## src/abae_pkg.sv

```systemverilog
`default_nettype none
package abae_pkg;

  localparam int MAX_PAYLOAD  = 1020;
  localparam int HEADER_BYTES = 4;
  localparam int QUEUE_DEPTH  = 2;

  localparam int LEN_W  = 10;
  localparam int FLEN_W = 11;
  localparam int ATT_W  = 4;
  localparam int CODE_W = 8;
  localparam int CFG_IDX_W = 2;

  typedef enum logic [1:0] {
    OP_SEND    = 2'd0,
    OP_RECV    = 2'd1,
    OP_FRAME   = 2'd2,
    OP_TIMEOUT = 2'd3
  } op_t;

  typedef enum logic [1:0] {
    ACT_DATA   = 2'd0,
    ACT_ACK    = 2'd1,
    ACT_FINISH = 2'd2
  } action_t;

  typedef enum logic [2:0] {
    ST_NONE        = 3'd0,
    ST_SEND_DONE   = 3'd1,
    ST_DELIVERED   = 3'd2,
    ST_PEER_QUIT   = 3'd3,
    ST_SEND_FAILED = 3'd4
  } status_t;

  typedef enum logic [1:0] {
    MODE_IDLE = 2'd0,
    MODE_SEND = 2'd1,
    MODE_RECV = 2'd2
  } mode_t;

  typedef enum logic [CFG_IDX_W-1:0] {
    CFG_MAX_ATTEMPTS = 2'd0,
    CFG_DATA_TYPE    = 2'd1,
    CFG_ACK_TYPE     = 2'd2,
    CFG_RESET_TYPE   = 2'd3
  } cfg_idx_t;

  typedef struct packed {
    action_t          action;
    logic             seqno;
    logic             ackno;
    logic [LEN_W-1:0] len;
    status_t          status;
  } result_t;

  // One event's worth of results: res1 only meaningful when two is set
  typedef struct packed {
    result_t res0;
    result_t res1;
    logic    two;
  } job_t;

endpackage
`default_nettype wire

```

## src/abae_front.sv

```systemverilog
`default_nettype none
module abae_front (
  input  wire logic                                 clk,
  input  wire logic                                 rst_n,
  input  wire logic                                 cfg_wr_en,
  input  wire logic [abae_pkg::CFG_IDX_W-1:0]       cfg_index,
  input  wire logic [abae_pkg::CODE_W-1:0]          cfg_wdata,
  input  wire logic                                 in_valid,
  output logic                                      in_ready,
  input  wire logic [1:0]                           in_operation,
  input  wire logic [abae_pkg::LEN_W-1:0]           in_request_len,
  input  wire logic [7:0]                           in_frame_type,
  input  wire logic [7:0]                           in_frame_seqno,
  input  wire logic [7:0]                           in_frame_ackno,
  input  wire logic [7:0]                           in_frame_mbz,
  input  wire logic [abae_pkg::FLEN_W-1:0]          in_frame_len,
  input  wire logic                                 q_full,
  output logic                                      q_push,
  output abae_pkg::job_t                            q_push_job
);

  localparam logic [abae_pkg::LEN_W-1:0] MaxLen =
    abae_pkg::LEN_W'(abae_pkg::MAX_PAYLOAD);
  localparam logic [abae_pkg::FLEN_W-1:0] MaxLenWide =
    abae_pkg::FLEN_W'(abae_pkg::MAX_PAYLOAD);
  localparam logic [abae_pkg::FLEN_W-1:0] HdrLen =
    abae_pkg::FLEN_W'(abae_pkg::HEADER_BYTES);

  logic [abae_pkg::ATT_W-1:0]  max_att_r;
  logic [abae_pkg::CODE_W-1:0] data_code_r, ack_code_r, reset_code_r;

  logic                        send_bit_r, send_bit_nxt;
  logic                        expect_bit_r, expect_bit_nxt;
  abae_pkg::mode_t             mode_r, mode_nxt;
  logic [abae_pkg::ATT_W-1:0]  att_r, att_nxt;
  logic [abae_pkg::LEN_W-1:0]  held_len_r, held_len_nxt;
  logic [abae_pkg::LEN_W-1:0]  recv_limit_r, recv_limit_nxt;
  logic                        pend_valid_r, pend_valid_nxt;
  logic [7:0]                  pend_seq_r, pend_seq_nxt;
  logic [abae_pkg::LEN_W-1:0]  pend_len_r, pend_len_nxt;

  abae_pkg::op_t               op;
  logic                        accept;
  logic                        short_frame;
  logic [abae_pkg::FLEN_W-1:0] body_len;
  logic [abae_pkg::LEN_W-1:0]  plen;
  logic [abae_pkg::LEN_W-1:0]  req_clamped;
  logic                        retry_ok;
  abae_pkg::result_t           retry_res;
  abae_pkg::result_t           res0, res1;
  logic                        res_any, res_two, do_retry;

  function automatic abae_pkg::result_t mk_data(input logic seq,
                                                input logic [abae_pkg::LEN_W-1:0] len);
    abae_pkg::result_t r;
    r.action = abae_pkg::ACT_DATA;
    r.seqno  = seq;
    r.ackno  = 1'b0;
    r.len    = len;
    r.status = abae_pkg::ST_NONE;
    return r;
  endfunction

  function automatic abae_pkg::result_t mk_ack(input logic seq);
    abae_pkg::result_t r;
    r.action = abae_pkg::ACT_ACK;
    r.seqno  = 1'b0;
    r.ackno  = ~seq;
    r.len    = '0;
    r.status = abae_pkg::ST_NONE;
    return r;
  endfunction

  function automatic abae_pkg::result_t mk_finish(input logic [abae_pkg::LEN_W-1:0] len,
                                                  input abae_pkg::status_t st);
    abae_pkg::result_t r;
    r.action = abae_pkg::ACT_FINISH;
    r.seqno  = 1'b0;
    r.ackno  = 1'b0;
    r.len    = len;
    r.status = st;
    return r;
  endfunction

  assign op       = abae_pkg::op_t'(in_operation);
  assign in_ready = ~q_full;
  assign accept   = in_valid & in_ready;

  assign short_frame = in_frame_len < HdrLen;
  assign body_len    = in_frame_len - HdrLen;
  assign plen        = short_frame ? '0 :
                       (body_len > MaxLenWide) ? MaxLen : body_len[abae_pkg::LEN_W-1:0];
  assign req_clamped = (in_request_len > MaxLen) ? MaxLen : in_request_len;

  // max_attempts of zero never passes this compare, so it behaves as one
  assign retry_ok  = att_r < max_att_r;
  assign retry_res = retry_ok ? mk_data(send_bit_r, held_len_r)
                              : mk_finish('0, abae_pkg::ST_SEND_FAILED);

  always_comb begin
    send_bit_nxt   = send_bit_r;
    expect_bit_nxt = expect_bit_r;
    mode_nxt       = mode_r;
    att_nxt        = att_r;
    held_len_nxt   = held_len_r;
    recv_limit_nxt = recv_limit_r;
    pend_valid_nxt = pend_valid_r;
    pend_seq_nxt   = pend_seq_r;
    pend_len_nxt   = pend_len_r;
    res0     = '0;
    res1     = '0;
    res_any  = 1'b0;
    res_two  = 1'b0;
    do_retry = 1'b0;

    case (op)
      abae_pkg::OP_SEND: begin
        if (mode_r == abae_pkg::MODE_IDLE) begin
          res_any = 1'b1;
          if (in_request_len == '0) begin
            res0 = mk_finish('0, abae_pkg::ST_SEND_FAILED);
          end else begin
            held_len_nxt = req_clamped;
            att_nxt      = abae_pkg::ATT_W'(1);
            mode_nxt     = abae_pkg::MODE_SEND;
            res0         = mk_data(send_bit_r, req_clamped);
          end
        end
      end
      abae_pkg::OP_RECV: begin
        if (mode_r == abae_pkg::MODE_IDLE) begin
          if (in_request_len == '0) begin
            res_any = 1'b1;
            res0    = mk_finish('0, abae_pkg::ST_NONE);
          end else begin
            recv_limit_nxt = in_request_len;
            if (pend_valid_r) begin
              pend_valid_nxt = 1'b0;
              res_any        = 1'b1;
              res0           = mk_ack(pend_seq_r[0]);
              if (pend_seq_r == {7'd0, expect_bit_r}) begin
                res_two        = 1'b1;
                res1           = mk_finish((pend_len_r < in_request_len) ?
                                           pend_len_r : in_request_len,
                                           abae_pkg::ST_DELIVERED);
                expect_bit_nxt = ~expect_bit_r;
              end else begin
                mode_nxt = abae_pkg::MODE_RECV;
              end
            end else begin
              mode_nxt = abae_pkg::MODE_RECV;
            end
          end
        end
      end
      default: begin
        if (mode_r == abae_pkg::MODE_SEND) begin
          res_any = 1'b1;
          if (op == abae_pkg::OP_TIMEOUT || short_frame) begin
            res0     = retry_res;
            do_retry = 1'b1;
          end else if (in_frame_type == reset_code_r) begin
            mode_nxt = abae_pkg::MODE_IDLE;
            res0     = mk_finish('0, abae_pkg::ST_PEER_QUIT);
          end else if (in_frame_type == ack_code_r) begin
            if (in_frame_ackno == {7'd0, ~send_bit_r}) begin
              send_bit_nxt = ~send_bit_r;
              mode_nxt     = abae_pkg::MODE_IDLE;
              res0         = mk_finish(held_len_r, abae_pkg::ST_SEND_DONE);
            end else begin
              res0     = retry_res;
              do_retry = 1'b1;
            end
          end else if (in_frame_type == data_code_r) begin
            res0     = mk_ack(in_frame_seqno[0]);
            res1     = retry_res;
            res_two  = 1'b1;
            do_retry = 1'b1;
            if (!pend_valid_r) begin
              pend_valid_nxt = 1'b1;
              pend_seq_nxt   = in_frame_seqno;
              pend_len_nxt   = plen;
            end
          end else begin
            res0     = retry_res;
            do_retry = 1'b1;
          end
        end else if (mode_r == abae_pkg::MODE_RECV && op == abae_pkg::OP_FRAME &&
                     !short_frame && in_frame_mbz == '0) begin
          if (in_frame_type == reset_code_r) begin
            res_any  = 1'b1;
            mode_nxt = abae_pkg::MODE_IDLE;
            res0     = mk_finish('0, abae_pkg::ST_PEER_QUIT);
          end else if (in_frame_type == data_code_r) begin
            res_any = 1'b1;
            res0    = mk_ack(in_frame_seqno[0]);
            if (in_frame_seqno == {7'd0, expect_bit_r}) begin
              res_two        = 1'b1;
              res1           = mk_finish((plen < recv_limit_r) ? plen : recv_limit_r,
                                         abae_pkg::ST_DELIVERED);
              expect_bit_nxt = ~expect_bit_r;
              mode_nxt       = abae_pkg::MODE_IDLE;
            end
          end
        end
      end
    endcase

    if (do_retry) begin
      if (retry_ok) begin
        att_nxt = att_r + abae_pkg::ATT_W'(1);
      end else begin
        mode_nxt = abae_pkg::MODE_IDLE;
      end
    end
  end

  assign q_push          = accept & res_any;
  assign q_push_job.res0 = res0;
  assign q_push_job.res1 = res1;
  assign q_push_job.two  = res_two;

  always_ff @(posedge clk) begin
    if (!rst_n) begin
      max_att_r    <= abae_pkg::ATT_W'(5);
      data_code_r  <= abae_pkg::CODE_W'(0);
      ack_code_r   <= abae_pkg::CODE_W'(1);
      reset_code_r <= abae_pkg::CODE_W'(2);
    end else if (cfg_wr_en) begin
      case (abae_pkg::cfg_idx_t'(cfg_index))
        abae_pkg::CFG_MAX_ATTEMPTS: max_att_r    <= cfg_wdata[abae_pkg::ATT_W-1:0];
        abae_pkg::CFG_DATA_TYPE:    data_code_r  <= cfg_wdata;
        abae_pkg::CFG_ACK_TYPE:     ack_code_r   <= cfg_wdata;
        abae_pkg::CFG_RESET_TYPE:   reset_code_r <= cfg_wdata;
        default: ;
      endcase
    end
  end

  always_ff @(posedge clk) begin
    if (!rst_n) begin
      send_bit_r   <= 1'b0;
      expect_bit_r <= 1'b0;
      mode_r       <= abae_pkg::MODE_IDLE;
      att_r        <= '0;
      held_len_r   <= '0;
      recv_limit_r <= '0;
      pend_valid_r <= 1'b0;
      pend_seq_r   <= '0;
      pend_len_r   <= '0;
    end else if (accept) begin
      send_bit_r   <= send_bit_nxt;
      expect_bit_r <= expect_bit_nxt;
      mode_r       <= mode_nxt;
      att_r        <= att_nxt;
      held_len_r   <= held_len_nxt;
      recv_limit_r <= recv_limit_nxt;
      pend_valid_r <= pend_valid_nxt;
      pend_seq_r   <= pend_seq_nxt;
      pend_len_r   <= pend_len_nxt;
    end
  end

endmodule
`default_nettype wire

```

## src/abae_queue.sv

```systemverilog
`default_nettype none
module abae_queue #(
  parameter int DEPTH = abae_pkg::QUEUE_DEPTH
) (
  input  wire logic           clk,
  input  wire logic           rst_n,
  input  wire logic           push,
  input  wire abae_pkg::job_t push_job,
  output logic                full,
  input  wire logic           pop,
  output abae_pkg::job_t      pop_job,
  output logic                empty
);

  localparam int PTR_W = $clog2(DEPTH);
  localparam int CNT_W = $clog2(DEPTH + 1);
  localparam logic [PTR_W-1:0] LastSlot = PTR_W'(DEPTH - 1);

  abae_pkg::job_t   slot_r [DEPTH];
  logic [PTR_W-1:0] wr_ptr_r, wr_ptr_nxt;
  logic [PTR_W-1:0] rd_ptr_r, rd_ptr_nxt;
  logic [CNT_W-1:0] count_r, count_nxt;

  assign full    = count_r == CNT_W'(DEPTH);
  assign empty   = count_r == '0;
  assign pop_job = slot_r[rd_ptr_r];

  always_comb begin
    wr_ptr_nxt = wr_ptr_r;
    rd_ptr_nxt = rd_ptr_r;
    count_nxt  = count_r;
    if (push) begin
      wr_ptr_nxt = (wr_ptr_r == LastSlot) ? '0 : wr_ptr_r + PTR_W'(1);
    end
    if (pop) begin
      rd_ptr_nxt = (rd_ptr_r == LastSlot) ? '0 : rd_ptr_r + PTR_W'(1);
    end
    if (push && !pop) begin
      count_nxt = count_r + CNT_W'(1);
    end else if (pop && !push) begin
      count_nxt = count_r - CNT_W'(1);
    end
  end

  always_ff @(posedge clk) begin
    if (push) begin
      slot_r[wr_ptr_r] <= push_job;
    end
  end

  always_ff @(posedge clk) begin
    if (!rst_n) begin
      wr_ptr_r <= '0;
      rd_ptr_r <= '0;
      count_r  <= '0;
    end else begin
      wr_ptr_r <= wr_ptr_nxt;
      rd_ptr_r <= rd_ptr_nxt;
      count_r  <= count_nxt;
    end
  end

endmodule
`default_nettype wire

```

## src/abae_back.sv

```systemverilog
`default_nettype none
module abae_back (
  input  wire logic                        clk,
  input  wire logic                        rst_n,
  input  wire logic                        q_empty,
  input  wire abae_pkg::job_t              q_pop_job,
  output logic                             q_pop,
  output logic                             out_valid,
  input  wire logic                        out_ready,
  output logic [1:0]                       out_action,
  output logic                             out_seqno,
  output logic                             out_ackno,
  output logic [abae_pkg::LEN_W-1:0]       out_len,
  output logic [2:0]                       out_status,
  output logic                             out_last
);

  logic              valid_r, valid_nxt;
  logic              second_r, second_nxt;
  abae_pkg::result_t res_r, res_nxt;
  logic              last_r, last_nxt;
  abae_pkg::result_t second_res_r, second_res_nxt;
  logic              load;

  // output slot frees when empty or when its transaction completes
  assign load = ~valid_r | out_ready;

  always_comb begin
    valid_nxt      = valid_r;
    second_nxt     = second_r;
    res_nxt        = res_r;
    last_nxt       = last_r;
    second_res_nxt = second_res_r;
    q_pop          = 1'b0;
    if (load) begin
      if (second_r) begin
        valid_nxt  = 1'b1;
        res_nxt    = second_res_r;
        last_nxt   = 1'b1;
        second_nxt = 1'b0;
      end else if (!q_empty) begin
        q_pop          = 1'b1;
        valid_nxt      = 1'b1;
        res_nxt        = q_pop_job.res0;
        last_nxt       = ~q_pop_job.two;
        second_nxt     = q_pop_job.two;
        second_res_nxt = q_pop_job.res1;
      end else begin
        valid_nxt = 1'b0;
      end
    end
  end

  always_ff @(posedge clk) begin
    if (!rst_n) begin
      valid_r  <= 1'b0;
      second_r <= 1'b0;
    end else begin
      valid_r  <= valid_nxt;
      second_r <= second_nxt;
    end
  end

  always_ff @(posedge clk) begin
    res_r        <= res_nxt;
    last_r       <= last_nxt;
    second_res_r <= second_res_nxt;
  end

  assign out_valid  = valid_r;
  assign out_action = res_r.action;
  assign out_seqno  = res_r.seqno;
  assign out_ackno  = res_r.ackno;
  assign out_len    = res_r.len;
  assign out_status = res_r.status;
  assign out_last   = last_r;

endmodule
`default_nettype wire

```

## src/alternating_bit_arq_engine.sv

```systemverilog
`default_nettype none
// Stop-and-wait alternating-bit link controller. Each event (send request,
// receive request, arrived frame header, timeout) is accepted while the
// job queue has room, and is turned at once into zero, one or two results
// (transmit data frame, transmit ack, finish call); the protocol state moves on
// at acceptance, so events may arrive back to back. Results leave through a
// registered output, one per cycle while out_ready is high, after passing
// through the job queue slot and the output register; an event with two
// results holds the output for both, and the output serialiser limits the
// sustained event rate. The configuration registers are to be written only
// while no results are in flight.
module alternating_bit_arq_engine #(
  parameter int QUEUE_DEPTH = abae_pkg::QUEUE_DEPTH
) (
  input  wire logic                            clk,
  input  wire logic                            rst_n,
  input  wire logic                            cfg_wr_en,
  input  wire logic [abae_pkg::CFG_IDX_W-1:0]  cfg_index,
  input  wire logic [abae_pkg::CODE_W-1:0]     cfg_wdata,
  input  wire logic                            in_valid,
  output logic                                 in_ready,
  input  wire logic [1:0]                      in_operation,
  input  wire logic [abae_pkg::LEN_W-1:0]      in_request_len,
  input  wire logic [7:0]                      in_frame_type,
  input  wire logic [7:0]                      in_frame_seqno,
  input  wire logic [7:0]                      in_frame_ackno,
  input  wire logic [7:0]                      in_frame_mbz,
  input  wire logic [abae_pkg::FLEN_W-1:0]     in_frame_len,
  output logic                                 out_valid,
  input  wire logic                            out_ready,
  output logic [1:0]                           out_action,
  output logic                                 out_seqno,
  output logic                                 out_ackno,
  output logic [abae_pkg::LEN_W-1:0]           out_len,
  output logic [2:0]                           out_status,
  output logic                                 out_last
);

  logic           q_full, q_empty, q_push, q_pop;
  abae_pkg::job_t q_push_job, q_pop_job;

  abae_front u_front (
    .clk            (clk),
    .rst_n          (rst_n),
    .cfg_wr_en      (cfg_wr_en),
    .cfg_index      (cfg_index),
    .cfg_wdata      (cfg_wdata),
    .in_valid       (in_valid),
    .in_ready       (in_ready),
    .in_operation   (in_operation),
    .in_request_len (in_request_len),
    .in_frame_type  (in_frame_type),
    .in_frame_seqno (in_frame_seqno),
    .in_frame_ackno (in_frame_ackno),
    .in_frame_mbz   (in_frame_mbz),
    .in_frame_len   (in_frame_len),
    .q_full         (q_full),
    .q_push         (q_push),
    .q_push_job     (q_push_job)
  );

  abae_queue #(
    .DEPTH (QUEUE_DEPTH)
  ) u_queue (
    .clk      (clk),
    .rst_n    (rst_n),
    .push     (q_push),
    .push_job (q_push_job),
    .full     (q_full),
    .pop      (q_pop),
    .pop_job  (q_pop_job),
    .empty    (q_empty)
  );

  abae_back u_back (
    .clk        (clk),
    .rst_n      (rst_n),
    .q_empty    (q_empty),
    .q_pop_job  (q_pop_job),
    .q_pop      (q_pop),
    .out_valid  (out_valid),
    .out_ready  (out_ready),
    .out_action (out_action),
    .out_seqno  (out_seqno),
    .out_ackno  (out_ackno),
    .out_len    (out_len),
    .out_status (out_status),
    .out_last   (out_last)
  );

endmodule
`default_nettype wire

```

## config.mk

```make
export PLATFORM = sky130hd
export DESIGN_NAME = alternating_bit_arq_engine
export DESIGN_NICKNAME = d
export VERILOG_FILES = /design/src/abae_pkg.sv /design/src/abae_front.sv /design/src/abae_queue.sv /design/src/abae_back.sv /design/src/alternating_bit_arq_engine.sv
export SDC_FILE = /design/constraint.sdc
export NUM_CORES = 1
export LEC_CHECK = 0
export BUFFER_PORTS_ARGS = -buffer_cell sky130_fd_sc_hd__buf_2
export CAP_MARGIN = 0
export CORE_MARGIN = 2
export CORE_UTILIZATION = 54
export DETAILED_ROUTE_END_ITERATION = 10
export GPL_TIMING_DRIVEN = 0
export PLACE_DENSITY = 0.79
export SYNTH_ARGS = -nofsm -noshare
export SYNTH_HDL_FRONTEND = slang
export SYNTH_HIERARCHICAL = 1
export SYNTH_SLANG_ARGS = --single-unit
```

## constraint.sdc

```tcl
create_clock -name clk -period 3.9 [get_ports clk]
set_input_delay 0.585 -clock clk [delete_from_list [all_inputs] [get_ports clk]]
set_output_delay 0.585 -clock clk [all_outputs]
set_load 0.03 [all_outputs]
```

==> flow_summary_export.csv <==
group,metric,value,unit
sta,drv_slew,0,
routing,dr.pass1.iters,5,
yosys,yosysSeqAreaShare,0.516,
sta,fmax,272,MHz
cells_and_area,nNetsFinal,1036,
critical_path,cp_data_required_time,4.05,ns
yosys,ys_types,73,
sta,final_hold_viol_count,0,
yosys,syn_area_per_cell,11.2,sq um
power,peakVddDrop,0.000377,V
yosys,synth_top_area_frac,0.339,
placement,post-place-cells,1141,
yosys,synth_area,9300,sq um
yosys,synth-seq-cells,187,
cts,clk-insertion-delay-late,0.44,ns
global_route,grt_pass1_wl,31900,um
sta,relSlewSlack,0.362,
yosys,synth_area_leader_cell,"edfxtp_1",
global_route,grt.overflow.total,0,
routing,vias,6520,
floorplanning,start_util,0.557,
sta,setup_viol,0,
cts,cts_num_sinks,187,
yosys,ys_top_cells_by_area,"edfxtp_1 34%, dfxtp_1 18%, mux2i_1 4.7%, nand2_1 4.7%, mux2_2 4.4%",
cts,clkTransAtPathRegs,0.08,ns
critical_path,crit_arrival,3.82,ns
yosys,synth-edff-count,105,
power,p_leak,4.24,nW
sta,fin_crit,3.67,ns
floorplanning,die_h,135,um
sta,finalCritPeriodShare,0.942,
sta,rsz0062_at_grt,"no",
sta,tightestPinTransition,0.957,ns
floorplanning,core,16700,sq um
global_route,antenna_found_initial,0,
sta,skew,0.0122,ns
power,power-per-cell-area,521,nW/um^2
cts,numCtsBuffers,17,
floorplanning,dieWidth,135,um
global_route,grt_pass1_vias,6324,
cells_and_area,fin_cells,1175,
yosys,synth-main-ff-cell,"edfxtp_1",
critical_path,endpoint_kind,"register",
cells_and_area,drive_gt1_frac,0.246,
routing,vias_per_cell,5.55,
cells_and_area,diodes,0,
critical_path,worstSetupStartpointType,"primary input",
global_route,grt_max_degree,36,
floorplanning,io_pins,90,
global_route,grt_use_total,0.226,
floorplanning,fp-row-count,47,
cts,tritoncts,"yes",
cts,cts_hold_buf,0,
worst_hold_path,hp-class,"primary input to register",
cts,ctsHtreeMaxLevel,4,
cells_and_area,syn_to_final_growth,15.7,%
status,outcome,"finished, final reports clean",
cts,root_buffer,"clkbuf_16",
yosys,yosys_warnings,6,
sta,final.setup.tns,0,ns
routing,drcViolationCount,0,
cts,cts_buffer_depth,2,
routing,route.antenna.remaining_nets,0,
critical_path,crit_type,"primary input to register",
routing,initialDrtViolationCount,507,
flow_run,max-cap-violations,0,
placement,place_congestion,0.877,
yosys,netlist_instances,827,
sta,holdWs,0.413,ns
placement,hpwlAfterDp,14700,um
critical_path,crit_path_max_fanout,10,
cells_and_area,n_fill_cell,1336,
floorplanning,die-area,18300,sq um
routing,wirelength,19800,um
yosys,async_flop_share,0,
placement,io_buffers,89,
routing,wl_per_cell,16.9,um
[synth_stat cells, types with 17 or more instances]
| cell | instances |
|---|---|
| o21ai_0 | 18 |
| inv_1 | 34 |
| a21boi_0 | 33 |
| edfxtp_1 | 105 |
| mux2i_1 | 44 |
| nor2b_1 | 34 |
| mux2_4 | 18 |
| nand2_1 | 116 |
| mux2_2 | 36 |
| dfxtp_1 | 82 |
| xnor2_1 | 24 |
| ha_1 | 24 |
| nor2_1 | 28 |
| clkbuf_1 | 17 |
| a21oi_1 | 17 |
[layout make-up]
class                      count  area (sq um)  share of cell area
buffer                        37           201              0.0187
clock buffer                  18           439              0.0408
clock inverter                14           158              0.0147
inverter                      35           131              0.0122
multi-input combinational    570          4250               0.395
sequential                   187          4790               0.446
tap                          220           275              0.0256
timing repair buffer          94           510              0.0475
[cell families after synthesis]
group / share of synthesized area
simple gates: 0.150
flops: 0.516
compound gates: 0.110
mux: 0.120
buf+inv: 0.0358
xor+xnor: 0.0358
fa+ha+maj: 0.0323
other cells: 0.000403
[repair_timing]
action | in CTS | in global routing
resized for setup | 3 | 11
pin swaps | 0 | 1
endpoints found under the hold margin | 0 | 0
setup buffers | 0 | 2
endpoints found under the setup margin | 20 | 20
[worst paths after layout]
path / startpoint / end / slack (ns) / cells after the start
worst max-delay path: in_frame_len[2] / u_queue/slot_r[1][10] / 0.23 / 17
worst min-delay path: cfg_wdata[4] / u_front/ack_code_r[4] / 0.41 / 3
worst max register to register: u_front/mode_r[0] / u_queue/slot_r[1][11] / 0.74 / 8
worst min register to register: u_front/recv_limit_r[3] / u_front/recv_limit_r[3] / 0.47 / 2
[cell usage in the layout, fill, tap and decap left out, types with 15 or more instances in the layout]
master / instances
a21boi_0: 33
a21oi_1: 15
buf_2: 96
clkbuf_1: 17
clkbuf_16: 17
dfxtp_1: 82
edfxtp_1: 105
ha_1: 23
inv_1: 34
mux2_2: 36
mux2_4: 18
mux2i_1: 43
nand2_1: 116
nor2_1: 28
nor2b_1: 32
o21ai_0: 15
xnor2_1: 24
[per-stage QoR]
stage,cell area (sq um),util,total power [W],worst slack [ns]
finish,10800,0.644,0.00560,0.226
global route,10800,0.644,0.00581,0.0141
CTS,10700,0.641,0.00562,0.00811
detailed placement,10100,0.604,0.00392,-0.763
global placement,10000,0.600,0.00384,-0.622
floorplan,9310,-,0.00352,0.104
[registers in the layout, indices dropped and copies added, names as in the netlist, 3 cells and up, named ones only]
register              count
u_back/out_status         3
u_front/data_code_r       8
u_front/pend_seq_r        8
u_front/att_r             4
u_front/reset_code_r      8
u_front/max_att_r         4
u_front/ack_code_r        8
u_queue/slot_r           70
u_front/recv_limit_r     10
u_back/out_len           10
u_front/pend_len_r       10
u_front/held_len_r       10
u_back/second_res_r      17
[worst max-delay path: stages]
cell and delay (ns):
buf_2 0.14, inv_1 0.09, ha_2 0.26, nor3b_4 0.24, nand3_1 0.11, nor2b_2 0.18
buf_4 0.15, a21oi_1 0.27, ha_1 0.31, a21oi_1 0.12, o21ai_0 0.12, a221oi_2 0.32
nand3b_1 0.11, o21a_1 0.19, buf_6 0.16, mux2i_1 0.26, o221ai_1 0.22
[power breakdown]
| group | internal [W] | leakage [nW] | switching (W) | total [W] |
|---|---|---|---|---|
| logic | 0.000574 | 2.27 | 0.000783 | 0.00136 |
| clock network | 0.000884 | 0.294 | 0.000831 | 0.00172 |
| registers | 0.00244 | 1.68 | 0.0000880 | 0.00253 |
[routing by layer]
metal  wire [um]  vias to the layer above  global-route usage
met2        9570                      162               0.380
met4         371                        0              0.0810
met3         889                       26              0.0370
met5           0                        -                   0
met1        9000                     3120               0.297
li1            -                     3212                   -
Power figures use the tool's default switching activity.
